`config.mk`:
```
export PLATFORM = sky130hd
export DESIGN_NAME = motion_report_decider_core
export DESIGN_NICKNAME = d
export VERILOG_FILES = /design/src/rtl/core/mrd_pkg.sv /design/src/rtl/core/mrd_cfg_regs.sv /design/src/rtl/core/mrd_in_reg.sv /design/src/rtl/core/mrd_decide.sv /design/src/rtl/core/mrd_out_reg.sv /design/src/rtl/core/motion_report_decider_core.sv
export SDC_FILE = /design/constraint.sdc
export NUM_CORES = 1
export LEC_CHECK = 0
export BUFFER_PORTS_ARGS = -buffer_cell sky130_fd_sc_hd__buf_2
export CORE_AREA = 2 2 238 181
export DETAILED_ROUTE_END_ITERATION = 7
export DIE_AREA = 0 0 240 183
export SLEW_MARGIN = 30
export SYNTH_ARGS = -nofsm -noshare
export SYNTH_HDL_FRONTEND = slang
export SYNTH_SLANG_ARGS = --single-unit
```
`constraint.sdc`:
```
create_clock -name clk_i -period 11.1 [get_ports clk_i]
set_input_delay 2.22 -clock clk_i [delete_from_list [all_inputs] [get_ports clk_i]]
set_output_delay 2.22 -clock clk_i [all_outputs]
set_load 0.03 [all_outputs]
```
`src/rtl/core/mrd_pkg.sv`:
```
`default_nettype none
package mrd_pkg;

  localparam int TimeBitsDef  = 47;
  localparam int CountBitsDef = 16;

  localparam int ThrW   = 16;
  localparam int IntvW  = 32;
  localparam int LevelW = 8;
  localparam int CfgIdxW  = 3;
  localparam int CfgDataW = 32;
  localparam int OutcomeW = 2;
  localparam int OutDataW = 16;

  localparam logic [CfgIdxW-1:0] CfgLowThr   = 3'd0;
  localparam logic [CfgIdxW-1:0] CfgHighThr  = 3'd1;
  localparam logic [CfgIdxW-1:0] CfgInterval = 3'd2;
  localparam logic [CfgIdxW-1:0] CfgHoldoff  = 3'd3;
  localparam logic [CfgIdxW-1:0] CfgLevel    = 3'd4;

  localparam logic [OutcomeW-1:0] OutcomeSkip   = 2'd0;
  localparam logic [OutcomeW-1:0] OutcomeNone   = 2'd1;
  localparam logic [OutcomeW-1:0] OutcomeReport = 2'd2;

  localparam logic [LevelW-1:0] LevelReset = 8'd2;
  localparam logic [LevelW-1:0] QuietStart = 8'd2;
  localparam logic [LevelW-1:0] CounterMax = 8'd255;

  typedef struct packed {
    logic [ThrW-1:0]   low_thr;
    logic [ThrW-1:0]   high_thr;
    logic [IntvW-1:0]  interval;
    logic [IntvW-1:0]  holdoff;
    logic [LevelW-1:0] level;
  } cfg_t;

  typedef struct packed {
    logic [OutcomeW-1:0] outcome;
    logic [LevelW-1:0]   level;
  } res_t;

endpackage
`default_nettype wire

```
`src/rtl/core/mrd_cfg_regs.sv`:
```
`default_nettype none
module mrd_cfg_regs (
  input  wire logic                          clk_i,
  input  wire logic                          rst_ni,
  input  wire logic                          cfg_we_i,
  input  wire logic [mrd_pkg::CfgIdxW-1:0]   cfg_idx_i,
  input  wire logic [mrd_pkg::CfgDataW-1:0]  cfg_wdata_i,
  output mrd_pkg::cfg_t                      cfg_o
);

  mrd_pkg::cfg_t cfg_q;

  always_ff @(posedge clk_i or negedge rst_ni) begin
    if (!rst_ni) begin
      cfg_q.low_thr  <= '0;
      cfg_q.high_thr <= '0;
      cfg_q.interval <= '0;
      cfg_q.holdoff  <= '0;
      cfg_q.level    <= mrd_pkg::LevelReset;
    end else if (cfg_we_i) begin
      unique case (cfg_idx_i)
        mrd_pkg::CfgLowThr:   cfg_q.low_thr  <= cfg_wdata_i[mrd_pkg::ThrW-1:0];
        mrd_pkg::CfgHighThr:  cfg_q.high_thr <= cfg_wdata_i[mrd_pkg::ThrW-1:0];
        mrd_pkg::CfgInterval: cfg_q.interval <= cfg_wdata_i[mrd_pkg::IntvW-1:0];
        mrd_pkg::CfgHoldoff:  cfg_q.holdoff  <= cfg_wdata_i[mrd_pkg::IntvW-1:0];
        mrd_pkg::CfgLevel:    cfg_q.level    <= cfg_wdata_i[mrd_pkg::LevelW-1:0];
        default: ;
      endcase
    end
  end

  assign cfg_o = cfg_q;

endmodule
`default_nettype wire

```
`src/rtl/core/mrd_in_reg.sv`:
```
`default_nettype none
module mrd_in_reg #(
  parameter int TIME_BITS  = mrd_pkg::TimeBitsDef,
  parameter int COUNT_BITS = mrd_pkg::CountBitsDef,
  localparam int InW = ((TIME_BITS + COUNT_BITS + 7) / 8) * 8
) (
  input  wire logic                   clk_i,
  input  wire logic                   rst_ni,
  input  wire logic                   load_i,
  input  wire logic                   adv_i,
  input  wire logic [InW-1:0]         tdata_i,
  output logic                        valid_o,
  output logic [TIME_BITS-1:0]        now_o,
  output logic [COUNT_BITS-1:0]       count_o
);

  logic                  valid_q;
  logic [TIME_BITS-1:0]  now_q;
  logic [COUNT_BITS-1:0] count_q;

  always_ff @(posedge clk_i or negedge rst_ni) begin
    if (!rst_ni) begin
      valid_q <= 1'b0;
    end else if (load_i) begin
      valid_q <= 1'b1;
    end else if (adv_i) begin
      valid_q <= 1'b0;
    end
  end

  always_ff @(posedge clk_i) begin
    if (load_i) begin
      now_q   <= tdata_i[TIME_BITS-1:0];
      count_q <= tdata_i[TIME_BITS +: COUNT_BITS];
    end
  end

  assign valid_o = valid_q;
  assign now_o   = now_q;
  assign count_o = count_q;

endmodule
`default_nettype wire

```
`src/rtl/core/mrd_decide.sv`:
```
`default_nettype none
module mrd_decide #(
  parameter int TIME_BITS  = mrd_pkg::TimeBitsDef,
  parameter int COUNT_BITS = mrd_pkg::CountBitsDef
) (
  input  wire logic                   clk_i,
  input  wire logic                   rst_ni,
  input  wire logic                   adv_i,
  input  wire logic [TIME_BITS-1:0]   now_i,
  input  wire logic [COUNT_BITS-1:0]  count_i,
  input  mrd_pkg::cfg_t               cfg_i,
  output mrd_pkg::res_t               res_o
);

  localparam int SumW = ((TIME_BITS > mrd_pkg::IntvW) ? TIME_BITS : mrd_pkg::IntvW) + 1;
  localparam int CmpW = (COUNT_BITS > mrd_pkg::ThrW) ? COUNT_BITS : mrd_pkg::ThrW;

  logic [TIME_BITS-1:0]      last_frame_q, last_report_q;
  logic                      frame_set_q, report_set_q, reported_q;
  logic [mrd_pkg::LevelW-1:0] trk_q, trk_d;

  logic [SumW-1:0] now_ext, frame_ref, frame_lim, report_ref, report_lim;
  logic [CmpW-1:0] cnt_ext, low_ext, high_ext;
  logic            skip, report;
  logic [mrd_pkg::LevelW-1:0] cnt0;

  always_comb begin
    now_ext   = SumW'(now_i);
    frame_ref = frame_set_q ? SumW'(last_frame_q) : SumW'(cfg_i.interval);
    frame_lim = frame_ref + SumW'(cfg_i.interval);
    skip      = now_ext < frame_lim;

    cnt_ext  = CmpW'(count_i);
    low_ext  = CmpW'(cfg_i.low_thr);
    high_ext = CmpW'(cfg_i.high_thr);

    // counter clears on the frame after a report
    cnt0 = (trk_q >= cfg_i.level && reported_q) ? '0 : trk_q;

    priority if (cnt0 == '0 && cnt_ext > high_ext) begin
      trk_d = mrd_pkg::LevelW'(1);
    end else if (cnt0 == mrd_pkg::LevelW'(1) && cnt_ext < low_ext) begin
      trk_d = mrd_pkg::QuietStart;
    end else if (cnt0 >= mrd_pkg::QuietStart) begin
      if (cnt_ext < low_ext) begin
        trk_d = (cnt0 == mrd_pkg::CounterMax) ? cnt0 : cnt0 + mrd_pkg::LevelW'(1);
      end else begin
        trk_d = mrd_pkg::LevelW'(1);
      end
    end else begin
      trk_d = cnt0;
    end

    report_ref = report_set_q ? SumW'(last_report_q) : SumW'(cfg_i.holdoff);
    report_lim = report_ref + SumW'(cfg_i.holdoff);
    report     = trk_d >= cfg_i.level && now_ext >= report_lim;

    if (skip) begin
      res_o.outcome = mrd_pkg::OutcomeSkip;
      res_o.level   = trk_q;
    end else begin
      res_o.outcome = report ? mrd_pkg::OutcomeReport : mrd_pkg::OutcomeNone;
      res_o.level   = trk_d;
    end
  end

  always_ff @(posedge clk_i or negedge rst_ni) begin
    if (!rst_ni) begin
      last_frame_q  <= '0;
      last_report_q <= '0;
      frame_set_q   <= 1'b0;
      report_set_q  <= 1'b0;
      reported_q    <= 1'b0;
      trk_q         <= '0;
    end else if (adv_i && !skip) begin
      last_frame_q <= now_i;
      frame_set_q  <= 1'b1;
      trk_q        <= trk_d;
      reported_q   <= report;
      if (report) begin
        last_report_q <= now_i;
        report_set_q  <= 1'b1;
      end
    end
  end

endmodule
`default_nettype wire

```
`src/rtl/core/mrd_out_reg.sv`:
```
`default_nettype none
module mrd_out_reg (
  input  wire logic                          clk_i,
  input  wire logic                          rst_ni,
  input  wire logic                          load_i,
  input  wire logic                          tready_i,
  input  mrd_pkg::res_t                      res_i,
  output logic                               tvalid_o,
  output logic [mrd_pkg::OutDataW-1:0]       tdata_o
);

  logic          valid_q;
  mrd_pkg::res_t res_q;

  always_ff @(posedge clk_i or negedge rst_ni) begin
    if (!rst_ni) begin
      valid_q <= 1'b0;
    end else if (load_i) begin
      valid_q <= 1'b1;
    end else if (tready_i) begin
      valid_q <= 1'b0;
    end
  end

  always_ff @(posedge clk_i) begin
    if (load_i) begin
      res_q <= res_i;
    end
  end

  assign tvalid_o = valid_q;
  assign tdata_o  = mrd_pkg::OutDataW'({res_q.level, res_q.outcome});

endmodule
`default_nettype wire

```
`src/rtl/core/motion_report_decider_core.sv`:
```
`default_nettype none
// An accepted item is held in the input register, then its result in the result register.
// One item per cycle unless the output stalls; the decision is a single pass between them.
// For a frame that is not skipped, the tracking state updates at the same edge the result is registered.
// Reset (rst_ni, async, active low): empty pipeline, state cleared,
// config registers at reset values (report level 2, others 0).
module motion_report_decider_core #(
  parameter int TIME_BITS  = mrd_pkg::TimeBitsDef,
  parameter int COUNT_BITS = mrd_pkg::CountBitsDef,
  localparam int InW = ((TIME_BITS + COUNT_BITS + 7) / 8) * 8
) (
  input  wire logic                          clk_i,
  input  wire logic                          rst_ni,
  input  wire logic                          cfg_we_i,
  input  wire logic [mrd_pkg::CfgIdxW-1:0]   cfg_idx_i,
  input  wire logic [mrd_pkg::CfgDataW-1:0]  cfg_wdata_i,
  input  wire logic                          s_axis_tvalid,
  output logic                               s_axis_tready,
  // now_time, change_count, zero pad
  input  wire logic [InW-1:0]                s_axis_tdata,
  output logic                               m_axis_tvalid,
  input  wire logic                          m_axis_tready,
  // outcome[1:0], tracking_level[9:2], zero pad
  output logic [mrd_pkg::OutDataW-1:0]       m_axis_tdata
);

  mrd_pkg::cfg_t         cfg;
  mrd_pkg::res_t         res;
  logic                  in_valid, adv, load;
  logic [TIME_BITS-1:0]  now;
  logic [COUNT_BITS-1:0] count;

  assign adv           = in_valid && (!m_axis_tvalid || m_axis_tready);
  assign s_axis_tready = !in_valid || !m_axis_tvalid || m_axis_tready;
  assign load          = s_axis_tvalid && s_axis_tready;

  mrd_cfg_regs u_cfg (
    .clk_i       (clk_i),
    .rst_ni      (rst_ni),
    .cfg_we_i    (cfg_we_i),
    .cfg_idx_i   (cfg_idx_i),
    .cfg_wdata_i (cfg_wdata_i),
    .cfg_o       (cfg)
  );

  mrd_in_reg #(
    .TIME_BITS  (TIME_BITS),
    .COUNT_BITS (COUNT_BITS)
  ) u_in (
    .clk_i   (clk_i),
    .rst_ni  (rst_ni),
    .load_i  (load),
    .adv_i   (adv),
    .tdata_i (s_axis_tdata),
    .valid_o (in_valid),
    .now_o   (now),
    .count_o (count)
  );

  mrd_decide #(
    .TIME_BITS  (TIME_BITS),
    .COUNT_BITS (COUNT_BITS)
  ) u_decide (
    .clk_i   (clk_i),
    .rst_ni  (rst_ni),
    .adv_i   (adv),
    .now_i   (now),
    .count_i (count),
    .cfg_i   (cfg),
    .res_o   (res)
  );

  mrd_out_reg u_out (
    .clk_i    (clk_i),
    .rst_ni   (rst_ni),
    .load_i   (adv),
    .tready_i (m_axis_tready),
    .res_i    (res),
    .tvalid_o (m_axis_tvalid),
    .tdata_o  (m_axis_tdata)
  );

`ifndef NO_ASSERTIONS
  a_ready_low_full: assert property (@(posedge clk_i) disable iff (!rst_ni)
    !s_axis_tready |-> (in_valid && m_axis_tvalid && !m_axis_tready))
    else $error("input stalled with room in pipeline");

  a_outcome_code: assert property (@(posedge clk_i) disable iff (!rst_ni)
    m_axis_tvalid |-> (m_axis_tdata[1:0] == mrd_pkg::OutcomeSkip ||
                       m_axis_tdata[1:0] == mrd_pkg::OutcomeNone ||
                       m_axis_tdata[1:0] == mrd_pkg::OutcomeReport))
    else $error("bad outcome code");

  a_skip_keeps_level: assert property (@(posedge clk_i) disable iff (!rst_ni)
    (adv && res.outcome == mrd_pkg::OutcomeSkip) |=> $stable(u_decide.trk_q))
    else $error("skipped frame changed tracking level");

  a_adv_fills_out: assert property (@(posedge clk_i) disable iff (!rst_ni)
    adv |=> m_axis_tvalid)
    else $error("result lost after advance");
`endif

endmodule
`default_nettype wire

```
==> results.toml <==
[worst_setup_path]
cp.depth = 23
reg2regPathDepth = 23
cp.buffers_inverters = 2
crit_chain = "buf_4 -> mux2_2 -> ha_1 -> a21oi_1 -> nand2_1 -> a211oi_1 -> o21ai_0 -> o211ai_1 -> o211ai_1 -> nand4_1 -> xnor2_1 -> nand2_1 -> ha_1 -> nand4_1 -> nor4_2 -> o311ai_1 -> a21o_1 -> a31o_1 -> a22oi_2 -> a21bo_2 -> nor4b_4 -> buf_4 -> mux2_2"
critPathCapture = "u_decide.last_report_q[11]"
critPathCaptureType = "flip-flop"
r2r_setup_slack_ns = 3.04
reg2reg_to = "u_decide.last_report_q[11]"
cp_top_family = "compound AO/OA/AOI/OAI gates"
crit_fanout = 48
critPathSlowestCell = "dfrtp_2"
crit_type = "flip-flop to flip-flop"
worst_ep_arrival_time_ns = 8.47
cp-startpoint = "u_decide.report_set_q"
r2r_start = "u_decide.report_set_q"
worstPathRequired_ns = 11.51
crit_path_max_incr_delay_ns = 0.67
start_kind = "flip-flop"

[run]
drv_cap = 0

[synth]
async_reset_ff_share_pct = 74.3
synth.avg_cell_area_sq_um = 10.7
synthSimpleGateAreaFrac_pct = 10.5
synth-xor-area-share_pct = 3.59
synthAdderAreaFrac_pct = 14.2
synth_ff_type = "dfrtp_1"
synth_compound_area_share_pct = 14.1
synth_top_family_by_area = "multiplexers"
yosysWarnings = 0
synth.yosys.seq_area_share_pct = 40.3
syn_area_sq_um = 18600
synthDistinctLibCells = 80
ys_ff_latch = 284
synth_cells = 1733
synthMuxAreaShare_pct = 14.4
synth_edf_count = 73

[cells_and_area]
syn2layout_area_growth_pct = 13.2
fin_nets = 2156
seq_area_sq_um = 7480
multi_input_area_sq_um = 10600
layout-drive-gt1-share_pct = 23.1
final_util_pct = 50.4
fill_cells = 3808

[detailed_routing]
drtIter0Drc = 936
routed_via_density = 5.62
wl_um = 46600
drt_first_pass_iters = 5
ant_nets = 0
drt-wirelength-per-cell_um = 19.1
route.detailed.drc = 0
vias = 13700

[timing]
fin_setup_tns_ns = 0
finalCritPeriodShare_pct = 72.6
tightest_slew_ns = 0.973
rsz0062_at_grt = "no"
finalHoldViolCount = 0
timing.max_slew.rel_slack_pct = 34.6
finalSetupViolations = 0
final_max_slew_viol_count = 0
fin_worst_skew_ns = 0.0214
period_needed_ns = 8.06
max_clock_freq_mhz = 124

[floorplan]
ioPinCount = 122
rows = 65
core_sq_um = 41600
die_x_um = 240
die_h_um = 183
initial_utilization_pct = 44.6
die_area_sq_um = 43900

[worst_hold_path]
hold_path.class = "flip-flop to flip-flop"
worstHoldPathCells = 1

[clocking]
cts.repair.resized = 0
cts-root-buf = "clkbuf_16"
ctsHtreeMaxLevel = 2
clkTransAtPathRegs_ns = 0.07
tritoncts = "yes"
clock-sinks = 284
cts_setup_buffers = 0
cts_buffers = 34
clockBufferDepth = 3
clk_latency_ns = 0.54
cts_hold_buffers = 0

[place]
place.gp.congestion = 0.901
io_buffers = 114
dp_hpwl_um = 34800

[global_route]
grt_max_degree = 78
grt_use_total_pct = 21.4
grt_pass1_wl_um = 73700
antenna_found_initial = 1
grt_pass1_vias = 13200
grt_overflow = 0

[power_and_ir_drop]
p_per_area_nw_per_um2 = 260
peakVddDrop_mv = 0.180
power_leakage_nw = 9.40

[status]
status = "complete, no violations"
## per-layer routing
layer | global-route usage [%] | vias to the layer above | part of all wire (%)
met5 | 0 | - | 0
met4 | 4.99 | 0 | 1.8
met3 | 3.33 | 51 | 5.0
met2 | 31.3 | 281 | 42
met1 | 33.0 | 6710 | 51
li1 | - | 6649 | -
## how the worst min path moves through the flow
stage,startpoint,end,slack (ns)
6_report,u_in.valid_o,u_out.tvalid_o,0.48
2_1_floorplan,u_in.valid_o,u_out.tvalid_o,0.45
3_5_place_dp,u_decide.last_report_q[2],u_decide.last_report_q[2],0.47
4_1_cts,u_in.valid_o,u_out.tvalid_o,0.48
5_1_grt,u_in.valid_o,u_out.tvalid_o,0.50
3_3_place_gp,u_in.valid_o,u_out.tvalid_o,0.45
## cell usage in the layout, fill, tap and decap left out, types with 33 or more instances in the layout
master,count
mux2_2,220
ha_1,208
dfrtp_1,208
nand2_1,128
o21ai_0,118
buf_2,113
a21oi_1,109
edfxtp_1,73
inv_1,66
nor2_1,56
a21o_1,51
nand3_1,41
xnor2_1,40
clkbuf_16,38
xor2_1,36
nand4_1,33
## cells by family after synthesis
group	after synthesis
other	1
xor gates and xnor gates	76
AOI/OAI and AO/OA	414
buffers and inverters	124
DFF	284
and+or+nand+nor	386
adders and majority gates	210
muxes	238
## registers in the layout, summed over array words and instances, names as in the netlist, 8 cells and up
name	cells
u_cfg.cfg_o	104
u_decide.last_frame_q	47
u_decide.last_report_q	47
u_in.now_o	47
u_in.count_o	16
u_out.tdata_o	10
u_decide.trk_q	8
## power by group
part / leakage, nW / total (mW) / internal [mW] / switching (mW)
sequential: 3.33 / 1.51 / 1.33 / 0.185
combinational: 5.48 / 2.75 / 1.24 / 1.51
clock: 0.598 / 1.20 / 0.736 / 0.466
total: 9.40 / 5.47 / 3.31 / 2.16
## through the flow
step / area, sq um / hold slack, ns / std cells / setup slack [ns] / power, mW
2_1_floorplan: 18600 / 0.449 / 1738 / 5.12 / 3.58
3_5_place_dp: 19800 / 0.471 / 2375 / 3.14 / 4.24
3_3_place_gp: 19700 / 0.455 / 2372 / 2.75 / 4.15
4_1_cts: 21000 / 0.483 / 2437 / 3.09 / 5.48
5_1_grt: 21000 / 0.499 / 2437 / 2.56 / 5.91
6_report: 21000 / 0.480 / 2438 / 3.04 / 5.47
## cell type report
type / count / area share, %
diodes: 1 / 0.0119
clock buffers: 49 / 5.01
clock inverters: 13 / 0.792
inverters: 66 / 1.18
multi-input cells: 1330 / 50.6
flip-flops and latches: 284 / 35.6
well taps: 569 / 3.39
repair buffers: 126 / 3.47
## cell usage after synthesis (all sizes together) (22+ instances only)
| cell type | n | area share (%) |
|---|---|---|
| dfrtp | 210 | 28 |
| o211ai | 22 | 0.89 |
| nand2b | 22 | 0.74 |
| a21oi | 109 | 2.9 |
| inv | 66 | 1.3 |
| ha | 208 | 14 |
| nand4 | 33 | 1.1 |
| xnor2 | 40 | 1.9 |
| a21o | 51 | 2.1 |
| clkbuf | 38 | 0.77 |
| mux2 | 238 | 14 |
| nand3 | 42 | 1.1 |
| xor2 | 36 | 1.7 |
| nor2 | 59 | 1.2 |
| edfxtp | 73 | 12 |
| o21ai | 119 | 3.2 |
| nand2 | 128 | 2.6 |
(Power assumes the default switching activity.)
